--- src/hw/rtl/lcd_pkg.sv ---
// Shared types, codes and saturation helpers for the lasso loading
// coordinate-descent block. No dependencies.
package lcd_pkg;

	// Item operation codes.
	localparam logic [2:0] OP_COV  = 3'd0;
	localparam logic [2:0] OP_MEAN = 3'd1;
	localparam logic [2:0] OP_RESP = 3'd2;
	localparam logic [2:0] OP_LOAD = 3'd3;
	localparam logic [2:0] OP_RUN  = 3'd4;

	// Configuration register indexes.
	localparam logic [1:0] REG_PENALTY = 2'd0;
	localparam logic [1:0] REG_PERSONS = 2'd1;
	localparam logic [1:0] REG_DIMS    = 2'd2;

	// Datapath commands, one per controller step.
	typedef enum logic [4:0] {
		DP_IDLE,
		DP_DIM_CLR,
		DP_HEAD_RD,
		DP_HEAD,
		DP_C1,
		DP_C2,
		DP_C3,
		DP_C4,
		DP_C5,
		DP_L_RD,
		DP_L_M1,
		DP_L_M2,
		DP_L_M3,
		DP_L_ACC,
		DP_T1,
		DP_T2,
		DP_D_SAT,
		DP_D_CMP,
		DP_D_DIV,
		DP_D_FIN,
		DP_EMIT
	} dp_op_t;

	typedef struct packed {
		dp_op_t op;
		logic   last;
	} lcd_cmd_t;

	typedef struct packed {
		logic out_busy;
		logic div_go;
		logic div_done;
	} lcd_sts_t;

	function automatic logic signed [31:0] sat32(input logic signed [63:0] v);
		logic signed [31:0] r;
		begin
			if (v > 64'sh0000_0000_7FFF_FFFF)
				r = 32'sh7FFF_FFFF;
			else if (v < -64'sh0000_0000_8000_0000)
				r = 32'sh8000_0000;
			else
				r = v[31:0];
			return r;
		end
	endfunction

	// Doubling with saturation.
	function automatic logic signed [31:0] sat2(input logic signed [31:0] v);
		logic signed [63:0] d;
		begin
			d = 64'(v) + 64'(v);
			return sat32(d);
		end
	endfunction

endpackage

--- src/hw/rtl/lcd_ctrl.sv ---
// Sequencer of the lasso loading block: walks dimensions, persons and the
// inner dimension loop, and drives the datapath by command. Uses lcd_pkg.
module lcd_ctrl #(
	parameter int CNT_W = 11,
	parameter int DC_W  = 4
) (
	input  logic              clk,
	input  logic              arst_n,
	input  logic              item_valid,
	input  logic [2:0]        item_op,
	input  logic [CNT_W-1:0]  np,
	input  logic [DC_W-1:0]   nd,
	input  lcd_pkg::lcd_sts_t sts,
	output logic              item_ready,
	output lcd_pkg::lcd_cmd_t cmd,
	output logic [CNT_W-1:0]  person_idx,
	output logic [DC_W-1:0]   dim_k,
	output logic [DC_W-1:0]   dim_l
);
	typedef enum logic [4:0] {
		S_IDLE, S_DIM_CLR, S_HEAD_RD, S_HEAD, S_C1, S_C2, S_C3, S_C4, S_C5,
		S_L_NEXT, S_L_M1, S_L_M2, S_L_M3, S_L_ACC, S_T1, S_T2,
		S_D_SAT, S_D_CMP, S_D_DIV, S_D_FIN, S_EMIT
	} state_t;

	state_t           state_q;
	logic [CNT_W-1:0] i_q;
	logic [DC_W-1:0]  k_q;
	logic [DC_W-1:0]  l_q;
	logic             last_dim;

	assign last_dim = (k_q + DC_W'(1)) == nd;

	always_ff @(posedge clk or negedge arst_n) begin
		if (!arst_n) begin
			state_q <= S_IDLE;
			i_q     <= '0;
			k_q     <= '0;
			l_q     <= '0;
		end else begin
			case (state_q)
				S_IDLE: begin
					if (item_valid && item_op == lcd_pkg::OP_RUN) begin
						k_q     <= '0;
						state_q <= S_DIM_CLR;
					end
				end
				S_DIM_CLR: begin
					i_q     <= '0;
					state_q <= S_HEAD_RD;
				end
				S_HEAD_RD: state_q <= S_HEAD;
				S_HEAD:    state_q <= S_C1;
				S_C1:      state_q <= S_C2;
				S_C2:      state_q <= S_C3;
				S_C3:      state_q <= S_C4;
				S_C4:      state_q <= S_C5;
				S_C5: begin
					l_q     <= '0;
					state_q <= S_L_NEXT;
				end
				S_L_NEXT: begin
					if (l_q == nd) begin
						state_q <= S_T1;
					end else if (l_q == k_q) begin
						l_q <= l_q + DC_W'(1);
					end else begin
						state_q <= S_L_M1;
					end
				end
				S_L_M1: state_q <= S_L_M2;
				S_L_M2: state_q <= S_L_M3;
				S_L_M3: state_q <= S_L_ACC;
				S_L_ACC: begin
					l_q     <= l_q + DC_W'(1);
					state_q <= S_L_NEXT;
				end
				S_T1: state_q <= S_T2;
				S_T2: begin
					i_q <= i_q + CNT_W'(1);
					if ((i_q + CNT_W'(1)) == np)
						state_q <= S_D_SAT;
					else
						state_q <= S_HEAD_RD;
				end
				S_D_SAT: state_q <= S_D_CMP;
				S_D_CMP: state_q <= sts.div_go ? S_D_DIV : S_EMIT;
				S_D_DIV: begin
					if (sts.div_done)
						state_q <= S_D_FIN;
				end
				S_D_FIN: state_q <= S_EMIT;
				S_EMIT: begin
					if (!sts.out_busy) begin
						k_q     <= k_q + DC_W'(1);
						state_q <= last_dim ? S_IDLE : S_DIM_CLR;
					end
				end
				default: state_q <= S_IDLE;
			endcase
		end
	end

	always_comb begin
		cmd.last = last_dim;
		case (state_q)
			S_IDLE:    cmd.op = lcd_pkg::DP_IDLE;
			S_DIM_CLR: cmd.op = lcd_pkg::DP_DIM_CLR;
			S_HEAD_RD: cmd.op = lcd_pkg::DP_HEAD_RD;
			S_HEAD:    cmd.op = lcd_pkg::DP_HEAD;
			S_C1:      cmd.op = lcd_pkg::DP_C1;
			S_C2:      cmd.op = lcd_pkg::DP_C2;
			S_C3:      cmd.op = lcd_pkg::DP_C3;
			S_C4:      cmd.op = lcd_pkg::DP_C4;
			S_C5:      cmd.op = lcd_pkg::DP_C5;
			S_L_NEXT:  cmd.op = lcd_pkg::DP_L_RD;
			S_L_M1:    cmd.op = lcd_pkg::DP_L_M1;
			S_L_M2:    cmd.op = lcd_pkg::DP_L_M2;
			S_L_M3:    cmd.op = lcd_pkg::DP_L_M3;
			S_L_ACC:   cmd.op = lcd_pkg::DP_L_ACC;
			S_T1:      cmd.op = lcd_pkg::DP_T1;
			S_T2:      cmd.op = lcd_pkg::DP_T2;
			S_D_SAT:   cmd.op = lcd_pkg::DP_D_SAT;
			S_D_CMP:   cmd.op = lcd_pkg::DP_D_CMP;
			S_D_DIV:   cmd.op = lcd_pkg::DP_D_DIV;
			S_D_FIN:   cmd.op = lcd_pkg::DP_D_FIN;
			S_EMIT:    cmd.op = lcd_pkg::DP_EMIT;
			default:   cmd.op = lcd_pkg::DP_IDLE;
		endcase
	end

	assign item_ready = state_q == S_IDLE;
	assign person_idx = i_q;
	assign dim_k      = k_q;
	assign dim_l      = l_q;
endmodule

--- config.mk ---
export PLATFORM = sky130hd
export DESIGN_NAME = lcd_ctrl
export DESIGN_NICKNAME = d
export VERILOG_FILES = /design/src/hw/rtl/lcd_pkg.sv /design/src/hw/rtl/lcd_ctrl.sv
export SDC_FILE = /design/constraint.sdc
export NUM_CORES = 1
export LEC_CHECK = 0
export BUFFER_PORTS_ARGS = -buffer_cell sky130_fd_sc_hd__buf_2
export CAP_MARGIN = 25
export CORE_MARGIN = 2
export CORE_UTILIZATION = 55
export DETAILED_ROUTE_END_ITERATION = 16
export PLACE_DENSITY = 0.85
export SYNTH_ARGS = -nofsm -noshare
export SYNTH_HDL_FRONTEND = slang
export SYNTH_SLANG_ARGS = --single-unit
export TNS_END_PERCENT = 20
--- constraint.sdc ---
create_clock -name clk -period 6.3 [get_ports clk]
set_input_delay 1.26 -clock clk [delete_from_list [all_inputs] [get_ports clk]]
set_output_delay 1.26 -clock clk [all_outputs]
set_load 0.005 [all_outputs]
==> results by group <==
Layout
  – Finished Layout Cells: 314
  – P&R area growth vs syn: 15.0%
  – Filler cells: 300
  – Antenna Cells: 0
  – Share of cells above drive strength 1: 23.5%
  – Final nets: 296

Global routing
  – Pin count of the biggest net entering global routing: 25
  – First-pass GRT wire length: 6910 um
  – Antenna violations before repair: 0
  – Global Route Usage Sum: 21.9%
  – GR Overflow Total: 0
  – Vias in the first global route: 1517

Drt
  – Vias per cell: 5.65
  – 1st-pass router iterations: 4
  – Routed vias: 1773
  – Post-route DRC: 0
  – Detailed Route Iter0 Violations: 89
  – WL per Instance: 13.3 um
  – Post-route ant nets: 0
  – Final wirelength: 4190 um

CTS
  – TritonCTS clock tree: yes
  – TritonCTS buffer count: 3
  – Clock Tree Buf Depth: 2
  – H-tree depth: 1
  – # clock sinks: 24
  – Clock-pin slew on the worst setup and hold paths: 0.14 ns
  – Post-CTS setup buffers: 0
  – Worst-Skew Late Latency: 0.32 ns
  – Hold buffer count at CTS: 0
  – Clock root cell: clkbuf_4
  – Post-cts resize count: 0

STA
  – Final Hold Vio Count: 0
  – Relative slew slack: 63.1%
  – Unrepaired setup endpoints after global routing: no
  – Period utilization: 52.2%
  – Tmin final: 3.29 ns
  – Setup Skew: 0.00360 ns
  – Max Transition Viols Final: 0
  – Final setup viols: 0
  – Peak Freq: 304 MHz
  – Worst slew pin tran: 0.553 ns
  – Setup TNS: 0 ns

Worst setup path
  – CP Launch Type: input pin
  – Crit. End Element: primary output
  – R2r worst-path depth: 7
  – Critical Path Fanout Max: 2
  – WP data required: 5.04 ns
  – Critical Path AT: 2.03 ns
  – Crit path kind: in2out

Synthesis
  – Distinct cells, synth: 48
  – YS warnings: 0
  – Post-synth net total: 256
  – Seq/Total Area, Yosys: 32.2%
  – Synth async-reset ratio: 100%
  – Synthesized cell area: 1860 um^2
  – Area contributors post-synth: dfrtp_1, xnor2_1, o21ai_0, xor2_1, nor2_1
  – Synth Register Bits: 24
  – Synth top cells by count: o21ai_0, dfrtp_1, nor2_1, nand2_1, xnor2_1
  – Number of flops mapped to enable cells by yosys: 0
  – Largest area contributor in the netlist: dfrtp_1
  – Mapped Cells: 229
  – Average size of a mapped cell: 8.14 um^2
  – Top_reg_cell synth: dfrtp_1
  – Post-synth top area share: 32.2%
  – Top-count cell post-synth: o21ai_0

Floorplan
  – I/O pin count: 50
  – Initial core utilization: 56.8%
  – # rows: 21
  – Core box area: 3280 um^2
  – Die width: 62.2 um
  – Die Y: 62.2 um
  – Die area: 3870 um^2

Place
  – # port buffers: 49
  – Placed Cells: 310
  – HPWL Detailed: 3080 um
  – GP Congestion: 0.857

Power and ir drop
  – PD cells: 318 nW/um^2
  – Pleak: 1.01 nW
  – Peak ir drop on the vdd network: 0.280 mV

Hold path
  – Hold path depth: 1
  – Classification of the worst-slack hold path: reg2reg

Flow run
  – Max-cap viol count: 0

Run status
  – Run status: finished, final reports clean
[where the power goes]
| group | switching, W | leakage (nW) | internal [W] | total [W] |
|---|---|---|---|---|
| logic | 0.000152 | 0.658 | 0.000145 | 0.000297 |
| clock network | 0.0000504 | 0.0279 | 0.0000643 | 0.000115 |
| registers | 0.0000815 | 0.320 | 0.000188 | 0.000269 |
| total | 0.000284 | 1.01 | 0.000397 | 0.000681 |
[cells by family after synthesis]
| group | after synthesis | share of synthesized area (%) |
|---|---|---|
| buf+inv | 18 | 4.83 |
| compound gates | 60 | 19.7 |
| simple gates | 92 | 26.0 |
| mux | 2 | 1.14 |
| xor+xnor | 30 | 14.1 |
| fa+ha+maj | 3 | 2.01 |
| flops | 24 | 32.2 |
[cell type report]
cell class	count	area, um^2	share of cell area (%)
well taps	46	57.6	2.68
flip-flops and latches	24	601	28.0
clock inverters	1	30.0	1.40
multi-input cells	187	1170	54.7
inverters	4	15.0	0.700
clock buffers	3	22.5	1.05
repair buffers	49	245	11.4
[layout by cell type (no fill, tap or decap), types with 2 or more instances in the layout]
cell type,instances
o31ai_1,3
nand2b_1,5
nor2b_1,2
xor2_1,13
and3_1,2
buf_2,49
nor4_1,2
or3_1,2
nor2_1,22
nand3b_1,4
ha_1,3
dfrtp_1,24
nor3_1,7
o211a_1,2
nand4_1,3
nand3_1,9
o21a_1,2
nand2_1,19
clkbuf_4,3
a22o_1,2
xnor2_1,17
and2_1,4
nor3b_1,2
o21ai_0,29
or2_2,3
inv_1,4
a21oi_1,11
[worst max-delay path, stage by stage]
cell and delay (ns):
buf_2 0.10, xor2_1 0.17, xnor2_1 0.14, nand3_1 0.10, nor2_1 0.13, buf_2 0.13
[metrics by stage]
| stage | cell area (um^2) | utilization, % | hold WS [ns] | setup WS, ns | total power (W) |
|---|---|---|---|---|---|
| 4_1_cts | 2140 | 65.3 | 0.565 | 3.01 | 0.000684 |
| 6_report | 2140 | 65.3 | 0.564 | 3.01 | 0.000681 |
| 3_5_place_dp | 2090 | 63.7 | 0.543 | 3.02 | 0.000565 |
| 3_3_place_gp | 2090 | 63.7 | 0.535 | 3.04 | 0.000558 |
| 2_1_floorplan | 1860 | - | 0.524 | 3.19 | 0.000480 |
| 5_1_grt | 2140 | 65.3 | 0.615 | 2.97 | 0.000736 |
[worst paths after layout]
path	to	start	slack, ns
hold / removal	person_idx[10]	person_idx[10]	0.56
setup / recovery	cmd[0]	nd[2]	3.01
min in group asynchronous	dim_k[1]	arst_n	0.90
max in group asynchronous	state_q[3]	arst_n	5.03
hold reg to reg	person_idx[10]	person_idx[10]	0.56
setup reg to reg	state_q[1]	person_idx[0]	3.86
[layer usage]
layer  track usage, %  share of wire (%)  wire length, um  up-vias
met5                0                  0                0        -
met4             6.67               0.93               39        0
met3             3.08                4.9              204        8
met2             36.1                 49             2040       46
met1             30.0                 45             1900      829
li1                 -                  -                -      890
[registers in the layout, summed over array words and instances (netlist names)]
name,flops
dim_k,4
person_idx,11
dim_l,4
state_q,5
(Power assumes the default switching activity.)
